**config.mk**
```make
export PLATFORM = sky130hd
export DESIGN_NAME = irb_ctrl
export DESIGN_NICKNAME = d
export VERILOG_FILES = /design/src/rtl/irb_pkg.sv /design/src/rtl/irb_ctrl.sv
export SDC_FILE = /design/constraint.sdc
export NUM_CORES = 1
export LEC_CHECK = 0
export ABC_AREA = 1
export BUFFER_PORTS_ARGS = -buffer_cell sky130_fd_sc_hd__buf_2
export CAP_MARGIN = 20
export CORE_UTILIZATION = 40
export CTS_CLUSTER_SIZE = 16
export DETAILED_ROUTE_END_ITERATION = 6
export SYNTH_ARGS = -nofsm -noshare
export SYNTH_HDL_FRONTEND = slang
export SYNTH_SLANG_ARGS = --single-unit
```
**constraint.sdc**
```tcl
create_clock -name clk_i -period 2.8 [get_ports clk_i]
set_input_delay 0.56 -clock clk_i [delete_from_list [all_inputs] [get_ports clk_i]]
set_output_delay 0.56 -clock clk_i [all_outputs]
set_load 0.02 [all_outputs]
```
**src/rtl/irb_pkg.sv**
```systemverilog
// Shared types and constants for the image rotation block.
package irb_pkg;

  localparam int unsigned Q14_FRAC = 14;
  localparam int unsigned OUT_LIMIT = 1024;
  localparam int unsigned GEO_W = 11;
  localparam int unsigned SCAN_W = 10;
  localparam int unsigned CFG_DATA_W = 16;
  localparam int unsigned CFG_IDX_W = 2;

  localparam logic [CFG_IDX_W-1:0] CFG_COS = 2'd0;
  localparam logic [CFG_IDX_W-1:0] CFG_SIN = 2'd1;
  localparam logic [CFG_IDX_W-1:0] CFG_ROWS = 2'd2;
  localparam logic [CFG_IDX_W-1:0] CFG_COLS = 2'd3;

  localparam logic FUNC_LOAD = 1'b0;

  typedef enum logic [4:0] {
    ST_IDLE, ST_GEO0, ST_GEO1, ST_GEO2, ST_GEO3, ST_GEO4, ST_GEO5, ST_GEO6,
    ST_MUL0, ST_MUL1, ST_MUL2, ST_MUL3, ST_ADD, ST_CHK,
    ST_TAP0, ST_TAP1, ST_TAP2, ST_TAP3, ST_ACC, ST_OUT
  } irb_state_e;

  typedef enum logic [4:0] {
    OP_NONE, OP_LOAD, OP_GEO0, OP_GEO1, OP_GEO2, OP_GEO3, OP_GEO4, OP_GEO5,
    OP_GEO6, OP_MUL0, OP_MUL1, OP_MUL2, OP_MUL3, OP_ADD, OP_CHK,
    OP_TAP0, OP_TAP1, OP_TAP2, OP_TAP3, OP_ACC, OP_OUT
  } irb_op_e;

  typedef struct packed {
    irb_op_e op;
  } irb_cmd_t;

  typedef struct packed {
    logic empty;
    logic in_src;
  } irb_sts_t;

  typedef struct packed {
    logic                  we;
    logic [CFG_IDX_W-1:0]  idx;
    logic [CFG_DATA_W-1:0] data;
  } irb_cfg_t;

endpackage

```
**src/rtl/irb_ctrl.sv**
```systemverilog
// Sequencer for load, geometry and per-pixel steps.
module irb_ctrl (
  input  logic            clk_i,
  input  logic            rst_ni,
  input  logic            in_valid_i,
  input  logic            in_func_i,
  output logic            in_ready_o,
  output logic            out_valid_o,
  input  logic            out_ready_i,
  input  irb_pkg::irb_sts_t sts_i,
  output irb_pkg::irb_cmd_t cmd_o
);
  import irb_pkg::*;

  irb_state_e state_q, state_d;
  logic       out_valid_q, out_valid_d;
  logic       in_fire, out_free;

  assign in_ready_o  = (state_q == ST_IDLE);
  assign in_fire     = in_valid_i && in_ready_o;
  assign out_free    = !out_valid_q || out_ready_i;
  assign out_valid_o = out_valid_q;

  always_comb begin
    state_d = state_q;
    case (state_q)
      ST_IDLE: begin
        if (in_fire) begin
          if (in_func_i == FUNC_LOAD) state_d = ST_GEO0;
          else if (!sts_i.empty) state_d = ST_MUL0;
        end
      end
      ST_GEO0: state_d = ST_GEO1;
      ST_GEO1: state_d = ST_GEO2;
      ST_GEO2: state_d = ST_GEO3;
      ST_GEO3: state_d = ST_GEO4;
      ST_GEO4: state_d = ST_GEO5;
      ST_GEO5: state_d = ST_GEO6;
      ST_GEO6: state_d = ST_IDLE;
      ST_MUL0: state_d = ST_MUL1;
      ST_MUL1: state_d = ST_MUL2;
      ST_MUL2: state_d = ST_MUL3;
      ST_MUL3: state_d = ST_ADD;
      ST_ADD:  state_d = ST_CHK;
      ST_CHK:  state_d = sts_i.in_src ? ST_TAP0 : ST_OUT;
      ST_TAP0: state_d = ST_TAP1;
      ST_TAP1: state_d = ST_TAP2;
      ST_TAP2: state_d = ST_TAP3;
      ST_TAP3: state_d = ST_ACC;
      ST_ACC:  state_d = ST_OUT;
      ST_OUT: begin
        if (out_free) state_d = ST_IDLE;
      end
      default: state_d = ST_IDLE;
    endcase
  end

  always_comb begin
    cmd_o.op = OP_NONE;
    case (state_q)
      ST_IDLE: begin
        if (in_fire && in_func_i == FUNC_LOAD) cmd_o.op = OP_LOAD;
      end
      ST_GEO0: cmd_o.op = OP_GEO0;
      ST_GEO1: cmd_o.op = OP_GEO1;
      ST_GEO2: cmd_o.op = OP_GEO2;
      ST_GEO3: cmd_o.op = OP_GEO3;
      ST_GEO4: cmd_o.op = OP_GEO4;
      ST_GEO5: cmd_o.op = OP_GEO5;
      ST_GEO6: cmd_o.op = OP_GEO6;
      ST_MUL0: cmd_o.op = OP_MUL0;
      ST_MUL1: cmd_o.op = OP_MUL1;
      ST_MUL2: cmd_o.op = OP_MUL2;
      ST_MUL3: cmd_o.op = OP_MUL3;
      ST_ADD:  cmd_o.op = OP_ADD;
      ST_CHK:  cmd_o.op = OP_CHK;
      ST_TAP0: cmd_o.op = OP_TAP0;
      ST_TAP1: cmd_o.op = OP_TAP1;
      ST_TAP2: cmd_o.op = OP_TAP2;
      ST_TAP3: cmd_o.op = OP_TAP3;
      ST_ACC:  cmd_o.op = OP_ACC;
      ST_OUT: begin
        if (out_free) cmd_o.op = OP_OUT;
      end
      default: cmd_o.op = OP_NONE;
    endcase
  end

  always_comb begin
    out_valid_d = out_valid_q;
    if (cmd_o.op == OP_OUT) out_valid_d = 1'b1;
    else if (out_ready_i) out_valid_d = 1'b0;
  end

  always_ff @(posedge clk_i or negedge rst_ni) begin
    if (!rst_ni) begin
      state_q     <= ST_IDLE;
      out_valid_q <= 1'b0;
    end else begin
      state_q     <= state_d;
      out_valid_q <= out_valid_d;
    end
  end

  a_load_geo: assert property (@(posedge clk_i) disable iff (!rst_ni)
    (in_fire && in_func_i == FUNC_LOAD) |=> state_q == ST_GEO0)
    else $error("load item did not start geometry");
  a_stall_hold: assert property (@(posedge clk_i) disable iff (!rst_ni)
    (out_valid_q && !out_ready_i) |=> out_valid_q)
    else $error("waiting result dropped");
  a_out_wait: assert property (@(posedge clk_i) disable iff (!rst_ni)
    (state_q == ST_OUT && out_valid_q && !out_ready_i) |=> state_q == ST_OUT)
    else $error("result overwrote a waiting one");
  a_outside_skip: assert property (@(posedge clk_i) disable iff (!rst_ni)
    (state_q == ST_CHK && !sts_i.in_src) |=> state_q == ST_OUT)
    else $error("outside point went to taps");
endmodule

```
==> results of run 1 <==
power by group through the flow:
stage          registers, W  logic (W)  clock network [W]
6_report           0.000168   0.000532          0.0000793
5_1_grt            0.000172   0.000588          0.0000864
4_1_cts            0.000166   0.000535          0.0000826
3_5_place_dp       0.000168   0.000533                  0
3_3_place_gp       0.000167   0.000539                  0
2_1_floorplan      0.000161   0.000417                  0
per-layer routing:
layer / part of all wire [%] / wire (um) / GRT usage, % / vias up
li1: - / - / - / 299
met1: 45 / 577 / 23.4 / 249
met2: 48 / 611 / 34.4 / 18
met3: 5.1 / 65 / 8.52 / 2
met4: 1.1 / 14 / 7.76 / 0
met5: 0 / 0 / 0 / -
area by class of cell:
type                            instances  area (um2)  area share (%)
Inverter                               15        58.8            8.92
Sequential cell                         6         150            22.8
Clock buffer                            3        22.5            3.42
Timing Repair Buffer                   13        65.1            9.87
Tap cell                               15        18.8            2.85
Multi-Input combinational cell         60         344            52.2
registers in the layout (all words and copies together), names as in the netlist:
| signal | count |
|---|---|
| state_q | 5 |
| out_valid_o | 1 |
metrics by stage:
stage          instance area, um2  hold WS, ns  std cells  power (W)  util, %
2_1_floorplan                 564        0.264         82   0.000578        -
3_3_place_gp                  637        0.390        109   0.000706     48.9
3_5_place_dp                  637        0.392        109   0.000701     48.9
4_1_cts                       659        0.130        112   0.000784     50.7
5_1_grt                       659        0.135        112   0.000847     50.7
6_report                      659        0.130        112   0.000779     50.7
critical path, stage by stage (launching register included):
cell and delay [ns]:
dfrtp_1 0.44, nand2_1 0.11, clkinv_1 0.14, nand4_2 0.14, inv_2 0.05, a31oi_1 0.21, nand3_1 0.10, buf_2 0.17
how the worst max path moves through the flow:
stage / start / end
after global routing: state_q[2] / cmd_o[3]
after detailed placement: state_q[2] / cmd_o[3]
final: state_q[2] / cmd_o[3]
after global placement: state_q[2] / cmd_o[2]
after floorplan: state_q[2] / cmd_o[2]
after CTS: state_q[2] / cmd_o[3]
cell families (layout without fill, tap and decap cells):
kind of cell / count (synthesis) / in the layout / share of synthesized area, %
flip-flops: 6 / 6 / 26.6
AO/OA/AOI/OAI: 8 / 8 / 9.54
buffers and inverters: 16 / 31 / 12.4
AND/OR/NAND/NOR: 52 / 52 / 51.4
placed cells by master, fill, tap and decap left out, drive strengths merged:
cell / n
clkbuf: 3
a31oi: 1
nor2: 11
a21oi: 3
inv: 14
o211ai: 1
o21ai: 1
dfrtp: 6
a22oi: 1
nand2: 23
o2111ai: 1
nand4: 4
nand3: 13
nor3: 1
buf: 13
clkinv: 1
==> results.md, run 1 <==
- Routed wire length: approximately 1300 um
- Final Worst Setup Slack: 0.641 ns
- DR iter-0 viols: 10
- WS Path Type: register to output port
- Largest net degree at the start of global routing: 12
- Dominant cell type by area after synthesis: dfrtp_1
- Grt total ovfl: 0
- Slew Limit Fails: 0
- Hold Path Class: input pin to async pin
- Post-synthesis register bit count: 6
- # rows: 13
- Reg2reg setup slack: about 1.5 ns
- Clk_skew: about 0.005 ns
- Synth warn: 0
- Unrepaired setup endpoints after global routing: no
- Post-layout net count: 106
- Vias: around 570
- Post-synth top cells: 20 x nand2_1, 11 x inv_1, 11 x nand3_1
- Asr flop ratio synth: 100%
- Fillers: about 140
- CTS tree: done
- ANT nets after route: 0
- Final worst-path cycle share: 77.1%
- TritonCTS Buffers: 3
- CTS max path bufs: 2
- Reg2reg path depth: 8
- Combinational group share of total power: between 60% and 70%
- Tightest Pin Transition: ~0.26 ns
- Switching power: between 0.0004 and 0.0005 W
- Max Cap Violations: 0
- Leakage: ~0.38 nW
- Total global-route track usage: 20.8%
- N_diodes: 0
- Cell area after synthesis: around 560 um2
- Pre-CTS setup slack: between 0.9 and 1 ns
- Input/output buffers: 13
- Share of the synthesized area in the top cell type: about a quarter
- First-pass GRT wire length: roughly 2100 um
- P_int: around 0.00034 W
- Antenna violations before repair: 0
- Mapped Nets: 89
- Sink Count: 6
- Clock Latency Late Sink: between 0.2 and 0.3 ns
- Final setup TNS: 0 ns
- Status: finished, final reports clean
- # IOs: 14
- Avg Inst Size Synth: 6.88 um2
- VDD IR max: about 0.00076 V
- Synthesized instance count: 82
- Post-synth EDFFs: 0
- Worst Setup Start Kind: register
- First-pass DRT Iterations: 4
- GPL Wtd Cong: 0.874
- Crit path time final: ~2.2 ns
- Clock power share: approximately 10%
- Post-DR vias/cell: roughly 5.1
- CP arrival: 1.60 ns
- Clock-pin slew on the worst setup and hold paths: around 0.05 ns
- Ratio of cells with drive above 1 in the final layout: about a third
- Initial Util: a little over two fifths
- Most common cell in the netlist: nand2_1
- Routed WL per cell: between 10 and 15 um
- Clk root buf: clkbuf_4
- PD cells: about 1200 nW/um2
- Max Clock Freq: roughly 460 MHz
- Synth area leaders: dfrtp_1 27%, nand2_1 13%, nand3_1 9.8%
- # H-tree levels: 1
- Seq/Total Area, Yosys: 26.6%
- DPL Wire Length: 1060 um
- Sw Share: a little under three fifths
- Crit path capture type: output port
- Die H: just under 40 um
- Netlist cell types: 24
- Die ar.: ~1600 um2
- Post-CTS Repair Setup Buffers: 0
- Die Span X: around 40 um
- Flop pwr share: a little over a fifth
- Slew margin rel.: roughly 82%
- Area Overhead vs Synth: 16.9%
- Worst Path Required: 2.24 ns
- Vias in the first global route: roughly 510
- Final hold vios: 0
- Endpoints failing setup: 0
- Most used DFF post-synth: dfrtp_1
- FF-to-FF Start: state_q[3]
- Cts repair resizes: 0
- Hold-fix buffers at CTS: 0
- # DRC: 0
- Crit Path Max Fanout: 5
- Core Area: 1300 um2
- Worst R2R End: state_q[0]
Note: power is estimated with default switching activity, not from simulation.
==> run 2, diff against run 1 <==
--- a/config.mk
+++ b/config.mk
@@ -11,6 +11,7 @@
 export CORE_UTILIZATION = 40
 export CTS_CLUSTER_SIZE = 16
 export DETAILED_ROUTE_END_ITERATION = 6
+export PLACE_DENSITY = 0.65
 export SYNTH_ARGS = -nofsm -noshare
 export SYNTH_HDL_FRONTEND = slang
 export SYNTH_SLANG_ARGS = --single-unit
==> constraint.sdc (replaced) <==
create_clock -name clk_i -period 1.8 [get_ports clk_i]
set_input_delay 0.36 -clock clk_i [delete_from_list [all_inputs] [get_ports clk_i]]
set_output_delay 0.36 -clock clk_i [all_outputs]
set_load 0.02 [all_outputs]
==> run 2 against run 1 <==
  * Cell count increased by 8.0%
  * Wire length increased by 23%
  * First-iteration DRC count up 40%
  * Flip-flop and latch count unchanged
  * Count of clock-buffer cells in the layout unchanged
  * Die area stayed put
  * Clock skew decreased by 0.0012 ns
  * Critical path depth unchanged
  * Combinational power up 120%
  * Cell area up 28%
  * Critical endpoint is now cmd_o[2]
  * Largest power group unchanged
  * Highest routed layer unchanged
==> results.md, run 2 (synthesis results as in run 1) <==
- Status: finished, final reports clean
- DPL Wire Length: between 1000 and 1500 um
- Most frequent cells in the layout: 18 x nand2_1, 9 x inv_1, 9 x buf_2
- Fillers: about 120
- VDD IR max: a little over 0.001 V
- Slew Limit Fails: 0
- Routed WL per cell: 13.0 um
- Antenna violations before repair: 0
- WS Path Type: register to output port
- # rows: 13
- CP arrival: approximately 1.4 ns
- Grt total ovfl: 0
- Post-DR vias/cell: 5.31
- Storage cell area: approximately 160 um2
- Vias: 643
- Die ar.: ~1600 um2
- Worst Setup Start Kind: register
- First-pass GRT wire length: 2280 um
- Total global-route track usage: a little under a quarter
- Crit Path Max Fanout: 4
- First-pass DRT Iterations: 4
- Reg2reg setup slack: approximately 0.47 ns
- Vias in the first global route: a little under 600
- ANT nets after route: 0
- DR iter-0 viols: 14
- Leakage: approximately 0.44 nW
- Most common cell after layout, fill and taps aside: nand2_1
- Slew margin rel.: between 80 and 90%
- CTS max path bufs: 2
- Sink Count: 6
- Hold_sp: sts_i[0]
- TritonCTS Buffers: 3
- # IOs: 14
- Hold path cells: 2
- Clk_skew: 0.00382 ns
- Die Span X: ~40 um
- Final hold vios: 0
- Final Util: roughly two thirds
- Die H: around 40 um
- Crit path time final: ~1.8 ns
- Ratio of cells with drive above 1 in the final layout: between 50% and 60%
- Critical path origin: state_q[3]
- Tightest Pin Transition: between 0.2 and 0.25 ns
- Input/output buffers: 13
- PD cells: between 1500 and 2000 nW/um2
- Clk root buf: clkbuf_4
- Largest register FFs: 5
- Clock-pin slew on the worst setup and hold paths: ~0.040 ns
- DP Area: 644 um2
- Final worst-path cycle share: a little over nine tenths
- Reg2reg path depth: 8
- Max Clock Freq: between 500 and 600 MHz
- Biggest register: state_q
- Cell area after layout: 846 um2
- # H-tree levels: 1
- Max Cap Violations: 0
- # DRC: 0
- N_diodes: 0
- CTS tree: done
- Core Area: ~1300 um2
- Worst hold endpoint: state_q[4]
- Routed wire length: ~1600 um
- Hold Path Class: input pin to register
- WHS: around 0.4 ns
- Post-layout power: about 0.0016 W
- FF-to-FF Start: state_q[0]
- Endpoints failing setup: 0
- Crit path capture type: output port
- Worst R2R End: state_q[3]
- Multi-input gate area: 418 um2
- Largest net degree at the start of global routing: 12
- Area Overhead vs Synth: 49.9%
- Initial Util: a little over two fifths
- Unrepaired setup endpoints after global routing: yes
- GPL Wtd Cong: 0.867
- Post-layout net count: about 120
- Worst Path Required: between 1 and 1.5 ns
- Clock Latency Late Sink: around 0.24 ns
run 2: changes by cell type in the layout (fill, tap and decap cells not counted), sizes merged:
cell / before / now
buf: 13 / 21
clkinv: 1 / 2
dlygate4sd3: 0 / 1
inv: 14 / 13
run 2: layer usage:
metal / global-route usage [%] / vias up / part of all wire, %
met5: 0 / - / 0
met4: 8.62 / 0 / 1.1
met3: 10.2 / 2 / 6.4
met2: 39.3 / 33 / 52
met1: 23.4 / 289 / 40
li1: - / 319 / -
run 2: critical path: stages (launching register included):
cell and delay [ns]:
dfrtp_2 0.44, nand2_2 0.11, clkinv_4 0.09, nand4_4 0.08, inv_2 0.06, a31oi_4 0.16, nand3_1 0.11, buf_6 0.14
run 2: through the flow:
step | setup WS, ns | TNS (ns) | instances
2_1_floorplan | 0.309 | 0 | 82
3_3_place_gp | 0.115 | 0 | 110
3_5_place_dp | 0.0834 | 0 | 110
4_1_cts | 0.00256 | 0 | 118
5_1_grt | -0.0472 | -0.120 | 121
6_report | 0.0183 | 0 | 121
run 2: worst max-delay path by stage:
stage / end
3_3_place_gp: cmd_o[2]
6_report: cmd_o[2]
4_1_cts: cmd_o[2]
2_1_floorplan: cmd_o[2]
3_5_place_dp: cmd_o[3]
5_1_grt: cmd_o[2]
run 2: final cells by class:
class / instances / area share [%]
clock buffers: 3 / 2.66
multi-input cells: 60 / 49.4
inverters: 15 / 8.43
repair buffers: 22 / 18.9
well taps: 15 / 2.22
flip-flops and latches: 6 / 18.3
run 2: what timing repair did:
item | 4_1_cts | 5_1_grt
buffers inserted | 4 | 3
pin swaps | 3 | 2
resized for setup | 14 | 19
hold buffers | 1 | 0
endpoints found under the hold margin | 6 | 0
endpoints found under the setup margin | 4 | 5
run 2: power by group:
part	internal (W)	switching [W]
Clock	0.0000752	0.0000461
Sequential	0.000196	0.000100
Combinational	0.000475	0.000691
Total	0.000746	0.000837
